File: config.mk
export PLATFORM = sky130hd
export DESIGN_NAME = mmu_ctrl
export DESIGN_NICKNAME = d
export VERILOG_FILES = /design/src/sv/mmu_pkg.sv /design/src/sv/mmu_ctrl.sv
export SDC_FILE = /design/constraint.sdc
export NUM_CORES = 1
export LEC_CHECK = 0
export ABC_AREA = 0
export BUFFER_PORTS_ARGS = -buffer_cell sky130_fd_sc_hd__buf_2
export CORE_MARGIN = 2
export CORE_UTILIZATION = 59
export CTS_CLUSTER_SIZE = 25
export DETAILED_ROUTE_END_ITERATION = 16
export PLACE_DENSITY = 0.8
export SKIP_CTS_REPAIR_TIMING = 1
export SLEW_MARGIN = 40
export SYNTH_ARGS = -nofsm -noshare
export SYNTH_HDL_FRONTEND = slang
export SYNTH_SLANG_ARGS = --single-unit
File: constraint.sdc
create_clock -name clk -period 7.5 [get_ports clk]
set_clock_uncertainty 0.2 [all_clocks]
set_input_delay 0.375 -clock clk [delete_from_list [all_inputs] [get_ports clk]]
set_output_delay 0.375 -clock clk [all_outputs]
set_load 0.02 [all_outputs]
File: src/sv/mmu_pkg.sv
`timescale 1ns / 1ps

package mmu_pkg;

  localparam int ELEM_W = 32;
  localparam int ACC_W = 64;
  localparam int DIM_REG_W = 4;
  localparam int IDX_W = 3;
  localparam int ADDR_W_MAX = 6;
  localparam int CFG_IDX_W = 2;

  localparam logic [CFG_IDX_W-1:0] REG_ROWS_OF_A = 2'd0;
  localparam logic [CFG_IDX_W-1:0] REG_INNER_SIZE = 2'd1;
  localparam logic [CFG_IDX_W-1:0] REG_COLS_OF_B = 2'd2;

  localparam logic [DIM_REG_W-1:0] DIM_RESET = 4'd8;

  localparam logic signed [ACC_W-1:0] ACC_MAX = 64'sh7FFF_FFFF_FFFF_FFFF;
  localparam logic signed [ACC_W-1:0] ACC_MIN = 64'sh8000_0000_0000_0000;

  typedef struct packed {
    logic             first;
    logic             last;
    logic [IDX_W-1:0] row;
    logic [IDX_W-1:0] col;
    logic             run_last;
  } mmu_tag_t;

  typedef struct packed {
    logic                  wr_a;
    logic                  wr_b;
    logic [ADDR_W_MAX-1:0] wr_addr;
    logic                  rd_en;
    logic [ADDR_W_MAX-1:0] rd_addr_a;
    logic [ADDR_W_MAX-1:0] rd_addr_b;
    mmu_tag_t              tag;
  } mmu_cmd_t;

  typedef struct packed {
    logic pipe_busy;
    logic out_busy;
  } mmu_sts_t;

endpackage

File: src/sv/mmu_ctrl.sv
`timescale 1ns / 1ps

module mmu_ctrl import mmu_pkg::*; #(
  parameter int MAX_DIM = 8
) (
  input  logic                 clk,
  input  logic                 rst_n,
  input  logic                 cfg_valid,
  output logic                 cfg_ready,
  input  logic [CFG_IDX_W-1:0] cfg_index,
  input  logic [DIM_REG_W-1:0] cfg_data,
  input  logic                 in_valid,
  output logic                 in_ready,
  input  logic                 in_which,
  output mmu_cmd_t             cmd,
  input  mmu_sts_t             sts
);

  localparam int DEPTH = MAX_DIM * MAX_DIM;
  localparam int AW = (DEPTH > 1) ? $clog2(DEPTH) : 1;
  localparam int CW = $clog2(DEPTH + 1);
  localparam int DW = $clog2(MAX_DIM + 1);
  localparam int KW = (MAX_DIM > 1) ? $clog2(MAX_DIM) : 1;

  localparam logic [1:0] S_LOAD = 2'd0;
  localparam logic [1:0] S_WAIT = 2'd1;
  localparam logic [1:0] S_ISSUE = 2'd2;

  logic [1:0] state_r, state_nxt;
  logic [DIM_REG_W-1:0] rows_r, inner_r, cols_r;
  logic [CW-1:0] cnt_a_r, cnt_a_nxt, cnt_b_r, cnt_b_nxt;
  logic [KW-1:0] k_r, k_nxt, i_r, i_nxt, j_r, j_nxt;
  logic [AW-1:0] row_base_r, row_base_nxt, b_addr_r, b_addr_nxt;

  logic [DW-1:0] m_dim, n_dim, p_dim;
  logic [CW-1:0] size_a, size_b;
  logic accept, wr_a, wr_b, k_last, i_last, j_last;

  function automatic logic [DW-1:0] clamp_dim(input logic [DIM_REG_W-1:0] d);
    logic [DW-1:0] r;
    if (d == '0) begin
      r = DW'(1);
    end else if (d > MAX_DIM) begin
      r = DW'(MAX_DIM);
    end else begin
      r = DW'(d);
    end
    return r;
  endfunction

  assign m_dim = clamp_dim(rows_r);
  assign n_dim = clamp_dim(inner_r);
  assign p_dim = clamp_dim(cols_r);
  assign size_a = CW'(m_dim) * CW'(n_dim);
  assign size_b = CW'(n_dim) * CW'(p_dim);

  assign cfg_ready = 1'b1;
  assign in_ready = (state_r == S_LOAD);
  assign accept = in_valid && in_ready;
  assign wr_a = accept && !in_which && (cnt_a_r < size_a);
  assign wr_b = accept && in_which && (cnt_b_r < size_b);

  assign k_last = (k_r == KW'(n_dim - 1'b1));
  assign i_last = (i_r == KW'(m_dim - 1'b1));
  assign j_last = (j_r == KW'(p_dim - 1'b1));

  always_comb begin
    state_nxt = state_r;
    cnt_a_nxt = cnt_a_r + CW'(wr_a);
    cnt_b_nxt = cnt_b_r + CW'(wr_b);
    k_nxt = k_r;
    i_nxt = i_r;
    j_nxt = j_r;
    row_base_nxt = row_base_r;
    b_addr_nxt = b_addr_r;
    case (state_r)
      S_LOAD: begin
        if (accept && (cnt_a_nxt >= size_a) && (cnt_b_nxt >= size_b)) begin
          state_nxt = S_WAIT;
        end
      end
      S_WAIT: begin
        if (!sts.pipe_busy && !sts.out_busy) begin
          state_nxt = S_ISSUE;
          k_nxt = '0;
          b_addr_nxt = AW'(j_r);
        end
      end
      S_ISSUE: begin
        if (!k_last) begin
          k_nxt = k_r + 1'b1;
          b_addr_nxt = b_addr_r + AW'(p_dim);
        end else begin
          k_nxt = '0;
          state_nxt = S_WAIT;
          if (j_last) begin
            j_nxt = '0;
            if (i_last) begin
              i_nxt = '0;
              row_base_nxt = '0;
              cnt_a_nxt = '0;
              cnt_b_nxt = '0;
              state_nxt = S_LOAD;
            end else begin
              i_nxt = i_r + 1'b1;
              row_base_nxt = row_base_r + AW'(n_dim);
            end
          end else begin
            j_nxt = j_r + 1'b1;
          end
        end
      end
      default: begin
        state_nxt = S_LOAD;
      end
    endcase
  end

  always_ff @(posedge clk) begin
    if (!rst_n) begin
      state_r <= S_LOAD;
      rows_r <= DIM_RESET;
      inner_r <= DIM_RESET;
      cols_r <= DIM_RESET;
      cnt_a_r <= '0;
      cnt_b_r <= '0;
      k_r <= '0;
      i_r <= '0;
      j_r <= '0;
      row_base_r <= '0;
      b_addr_r <= '0;
    end else begin
      state_r <= state_nxt;
      cnt_a_r <= cnt_a_nxt;
      cnt_b_r <= cnt_b_nxt;
      k_r <= k_nxt;
      i_r <= i_nxt;
      j_r <= j_nxt;
      row_base_r <= row_base_nxt;
      b_addr_r <= b_addr_nxt;
      if (cfg_valid) begin
        case (cfg_index)
          REG_ROWS_OF_A: rows_r <= cfg_data;
          REG_INNER_SIZE: inner_r <= cfg_data;
          REG_COLS_OF_B: cols_r <= cfg_data;
          default: ;
        endcase
      end
    end
  end

  always_comb begin
    cmd.wr_a = wr_a;
    cmd.wr_b = wr_b;
    cmd.wr_addr = ADDR_W_MAX'(in_which ? cnt_b_r[AW-1:0] : cnt_a_r[AW-1:0]);
    cmd.rd_en = (state_r == S_ISSUE);
    cmd.rd_addr_a = ADDR_W_MAX'(row_base_r + AW'(k_r));
    cmd.rd_addr_b = ADDR_W_MAX'(b_addr_r);
    cmd.tag.first = (k_r == '0);
    cmd.tag.last = k_last;
    cmd.tag.row = IDX_W'(i_r);
    cmd.tag.col = IDX_W'(j_r);
    cmd.tag.run_last = i_last && j_last;
  end

endmodule

Yosys cells after proc, flatten, opt, wreduce, memory -nomap -nowiden
Index checks and enable logic that the tools add are counted. Widths: inputs -> output; s select.

Bits in registers: 49. Bits of input ports: 13. Output and inout bits: 32.

$add $sub $neg: 11. Multiply operators: 2. Order comparisons: 7. Equality and inequality tests: 11. Mux-type cells: 30. Reductions and logical operators: 27.

Operators with widths (number): $mux 7 (8); $mux 4 (6); $mux 6 (4); $add 7x1->7 (2); $ge 7x7->1 (2); $lt 7x7->1 (2); $mul 4x4->7 (2); $add 6x4->6 (2); $gt 4x4->1 const B (3); $logic_not 4->1 (3); $mux 3 (4); $pmux 6 s2 (1); $reduce_and 2->1 (5); $add 3x1->3 const B (3); $eq 3x3->1 (3); $logic_and 1x1->1 (9); $reduce_and 3->1 (3); $sub 3x1->3 const B (3); $add 6x3->6 (1); $mux 2 (3); $pmux 2 s3 (1); $pmux 3 s2 (1); $eq 2x1->1 const B (2); $eq 2x2->1 const B (2); other kinds (7) (13).

Logic depth before layout (Yosys ltp)
Depth after elaboration: 12. Depth in mapped cells: 25. Depth with buffers taken out: 24.

Least setup slack after synthesis
OpenSTA, ideal clock, no wires.

Path kind: register to register. From: reg rows_r[3]. To: reg state_r[0]. Setup time: 0.117 ns. Arrival time: 5.417 ns. Setup slack: 1.766 ns. Cell stages (with the launch flop): 24. Period minus slack after synthesis: 5.734 ns. Cells stage by stage: dfxtp_1 inv_1 clkbuf_1 nand3_1 fa_1 inv_1 fa_1 fa_1 a21o_1 a21oi_1 xnor2_1 a2111oi_0 nor2_1 nand3_1 ha_1 ha_1 xor2_1 ha_1 a21o_1 a31oi_1 o21ai_0 maj3_1 maj3_1 a32o_1.

Longest elaborated chain between the ends: 12.

Ends and longest elaborated chain: from (decl) (line mmu_ctrl.sv:30) `logic [DIM_REG_W-1:0] rows_r, inner_r, cols_r;`; from (signal assigned) (line mmu_ctrl.sv:143) `REG_ROWS_OF_A: rows_r <= cfg_data;`; $gt 4x4->1 (line mmu_ctrl.sv:43) `end else if (d > MAX_DIM) begin`; $mux 4 (line mmu_ctrl.sv:43); $mux 4 (*) (line mmu_ctrl.sv:41) `if (d == '0) begin`; $mul 4x4->7 (*) (line mmu_ctrl.sv:54) `assign size_a = CW'(m_dim) * CW'(n_dim);`; $lt 7x7->1 (*) (line mmu_ctrl.sv:60) `assign wr_a = accept && !in_which && (cnt_a_r < size_a);`; $logic_and 1x1->1 (*) (line mmu_ctrl.sv:60); via wr_a (line mmu_ctrl.sv:37) `logic accept, wr_a, wr_b, k_last, i_last, j_last;`; $add 7x1->7 (*) (line mmu_ctrl.sv:69) `cnt_a_nxt = cnt_a_r + CW'(wr_a);`; $ge 7x7->1 (*) (line mmu_ctrl.sv:78) `if (accept && (cnt_a_nxt >= size_a) && (cnt_b_nxt >= size_b)) begin`; $logic_and 1x1->1 (*) (2 in series) (line mmu_ctrl.sv:78); $ne 2x1->1 (no line) (*); $reduce_and 3->1 (no line) (*); to (signal assigned) (line mmu_ctrl.sv:133) `state_r <= state_nxt;`; to (decl) (line mmu_ctrl.sv:29) `logic [1:0] state_r, state_nxt;`.

The timed path passes the listed nets; every way through them passes the cells marked *. The select of a mux whose other input is x is not followed. A chain may end at the register's enable or synchronous reset.

Final worst setup path
From: reg inner_r[3]. To: reg state_r[0].

Longest elaborated chain between the ends: 12.

Ends and longest elaborated chain: from (decl) (line mmu_ctrl.sv:30); from (signal assigned) (line mmu_ctrl.sv:144) `REG_INNER_SIZE: inner_r <= cfg_data;`; $gt 4x4->1 (line mmu_ctrl.sv:43); $mux 4 (line mmu_ctrl.sv:43); $mux 4 (*) (line mmu_ctrl.sv:41); $mul 4x4->7 (line mmu_ctrl.sv:54); $lt 7x7->1 (line mmu_ctrl.sv:60); $logic_and 1x1->1 (line mmu_ctrl.sv:60); $add 7x1->7 (line mmu_ctrl.sv:69); $ge 7x7->1 (line mmu_ctrl.sv:78); $logic_and 1x1->1 (2 in series) (line mmu_ctrl.sv:78); $ne 2x1->1 (no line); $reduce_and 3->1 (no line) (*).

Mark *: on every way between the ends. The rest lies on a longest branch, timed or not.

==> out/metrics.cfg <==
[sta]
slew_violations = 0
setup_viol = 0
rsz0062_at_grt = no
relSlewSlack = 0.4785
max_clock_freq_ghz = 0.1571
worst_pin_slew_ns = 0.7822
setup_ws_ns = 1.136
hold_violations = 0
min_period_ns = 6.364
fin_crit_sh = 0.8486
tns_ns = 0

[worst_setup_path]
cp-start-kind = flop
worst-r2r-cell-count = 24
path_class = flop to flop
arrival_ns = 6.38
end_kind = flop
r2r-end = state_r[0]$_SDFFE_PN0P_
r2r_start = inner_r[3]$_SDFFE_PN1P_
reg2reg_slack_ns = 1.14
critPathRequiredTime_ns = 7.51
critPathMaxFanout = 11

[synth]
synth_area_um2 = 4090
ys.flop_type = dfxtp_1
yosysMostFrequentCell = ha_1
netlist_instances = 470
syn_area_per_cell_um2 = 8.702
synth_seq_cells = 49
yosys.area.top_type_share = 0.2398
yosys-top-cells-count = ha_1 (62), dfxtp_1 (49), nor2_1 (48), inv_1 (30), nor2b_1 (30)
synthArstFlopShare = 0
synth_top_area_cell = dfxtp_1
synth.distinct_cells = 56
synth_area_leaders = dfxtp_1 (24%), ha_1 (19%), xnor2_1 (6.0%)
synth-edff-count = 0
ys_seq_area_frac = 0.2398
synth_nets = 556
yosysWarnings = 0

[die]
die_x_um = 87.26
io_pins = 45
rows = 30
core_region_area_um2 = 6756
die_area_um2 = 7614
die_y_um = 87.26
initial_core_util = 0.6054

[finish]
seq_area_um2 = 980.9
multiInputGateArea_um2 = 2909
fin_nets = 593
fillers = 564
diodes = 0
layout-drive-gt1-share = 0.1240
area_growth_pct = 8.382

[grt]
grtUsageTotal = 0.2557
grt_max_degree = 33
globalRoute.totalOverflow = 0
grt_pass1_wl_um = 15730
antenna_found_initial = 0
grt_pass1_vias = 3414

[place]
place_ws_ns = 1.225
portBuffers = 43
gp_congestion = 0.9420
hpwlAfterDp_um = 7255

[hold_path]
hold_path.class = primary input to flop
worstHoldPathCells = 3
hold_end = rows_r[3]$_SDFFE_PN1P_
hp-start = cfg_data[3]

[outcome]
status = completed

[pwr]
p_per_area_nw_per_um2 = 113.1
peakVddDrop_mv = 0.09497
p_leak_nw = 2.233

[route]
drtIter0Drc = 148
first_pass_iters = 4
drc = 0
antenna_left = 0
vias_per_cell = 5.765
routed_wl_um = 9189
dr_total_vias = 3390
wl_per_cell_um = 15.63

[clock_tree]
path_clk_slew_ns = 0.10
cts_buffer_depth = 2
cts_root_buf = clkbuf_8
clock_latency_ns = 0.31
cts_tree = done
cts_sinks = 49
htree_levels = 2
cts_buffers = 5

[run]
drv_cap = 0

## power by group
part | switching (mW) | leakage, nW | total (mW) | internal, mW
registers | 0.00469 | 0.396 | 0.269 | 0.264
clock network | 0.0999 | 0.0495 | 0.169 | 0.0695
logic | 0.0367 | 1.79 | 0.0631 | 0.0264
## critical path, stage by stage (launching register included)
cell	delay, ns
dfxtp_1	0.41
inv_2	0.22
nand2_4	0.13
clkinv_4	0.09
nand3_1	0.10
fa_1	0.52
inv_1	0.06
fa_1	0.54
fa_1	0.47
a21o_1	0.20
a21oi_1	0.17
xnor2_1	0.19
a2111oi_0	0.44
nor2_1	0.07
nand3_1	0.11
ha_1	0.20
ha_1	0.19
xor2_1	0.24
ha_1	0.29
a21o_1	0.15
a31oi_1	0.13
o21ai_0	0.13
maj3_1	0.37
maj3_1	0.36
a32o_1	0.26
## cell usage in the layout, fill, tap and decap left out, types with 12 or more instances in the layout
master,instances
o21ai_0,12
inv_1,30
mux2i_1,12
nand3_1,15
ha_1,62
nor2b_1,30
xor2_1,13
nand2_1,29
nor2_1,48
a21oi_1,17
xnor2_1,28
dfxtp_1,49
a21o_1,12
buf_2,43
## per-stage QoR
stage / cell area (um^2) / util / power (mW) / hold slack [ns] / cells
finish: 4433 / 0.6561 / 0.5014 / 0.1276 / 588
global route: 4433 / 0.6561 / 0.5242 / 0.1483 / 588
CTS: 4433 / 0.6561 / 0.5047 / 0.1210 / 588
detailed placement: 4338 / 0.6420 / 0.3373 / 0.2870 / 580
global placement: 4338 / 0.6420 / 0.3351 / 0.2839 / 580
floorplan: 4090 / - / 0.3211 / 0.2622 / 470
## final cells by class
cell class / instances / area share
Clock inverter: 3 / 0.005927
Sequential cell: 49 / 0.2213
Tap cell: 80 / 0.02258
Multi-Input combinational cell: 374 / 0.6562
Timing Repair Buffer: 43 / 0.04855
Inverter: 34 / 0.02992
Clock buffer: 5 / 0.01552
## cell families (layout without fill, tap and decap cells)
logic type / after synthesis / after routing / synth area share
AO/OA/AOI/OAI: 79 / 79 / 0.1303
XOR/XNOR: 41 / 41 / 0.08780
adder cells (fa/ha/maj): 76 / 76 / 0.2508
buffers and inverters: 47 / 85 / 0.04894
flip-flops: 49 / 49 / 0.2398
multiplexers: 18 / 18 / 0.04589
other: 1 / 1 / 0.0009168
AND/OR/NAND/NOR: 159 / 159 / 0.1955
## how the worst max path moves through the flow
stage / from / endpoint
6_report: inner_r[3]$_SDFFE_PN1P_ / state_r[0]$_SDFFE_PN0P_
4_1_cts: inner_r[3]$_SDFFE_PN1P_ / state_r[0]$_SDFFE_PN0P_
5_1_grt: inner_r[3]$_SDFFE_PN1P_ / state_r[0]$_SDFFE_PN0P_
3_3_place_gp: inner_r[3]$_SDFFE_PN1P_ / state_r[0]$_SDFFE_PN0P_
2_1_floorplan: rows_r[3]$_SDFFE_PN1P_ / state_r[0]$_SDFFE_PN0P_
3_5_place_dp: inner_r[3]$_SDFFE_PN1P_ / state_r[0]$_SDFFE_PN0P_
## sequential cells by signal, summed over array words and instances (netlist names)
register	flops
b_addr_r	6
inner_r	4
state_r	2
cols_r	4
k_r	3
j_r	3
cnt_b_r	7
i_r	3
rows_r	4
row_base_r	6
cnt_a_r	7
## per-layer routing
metal  GRT usage  share of wire  up-vias
li1            -              -     1693
met1      0.3212           0.45     1586
met2      0.4490           0.49       89
met3     0.04076          0.046       22
met4     0.07552          0.021        0
met5           0              0        -
Note: power is estimated with default switching activity, not from simulation.
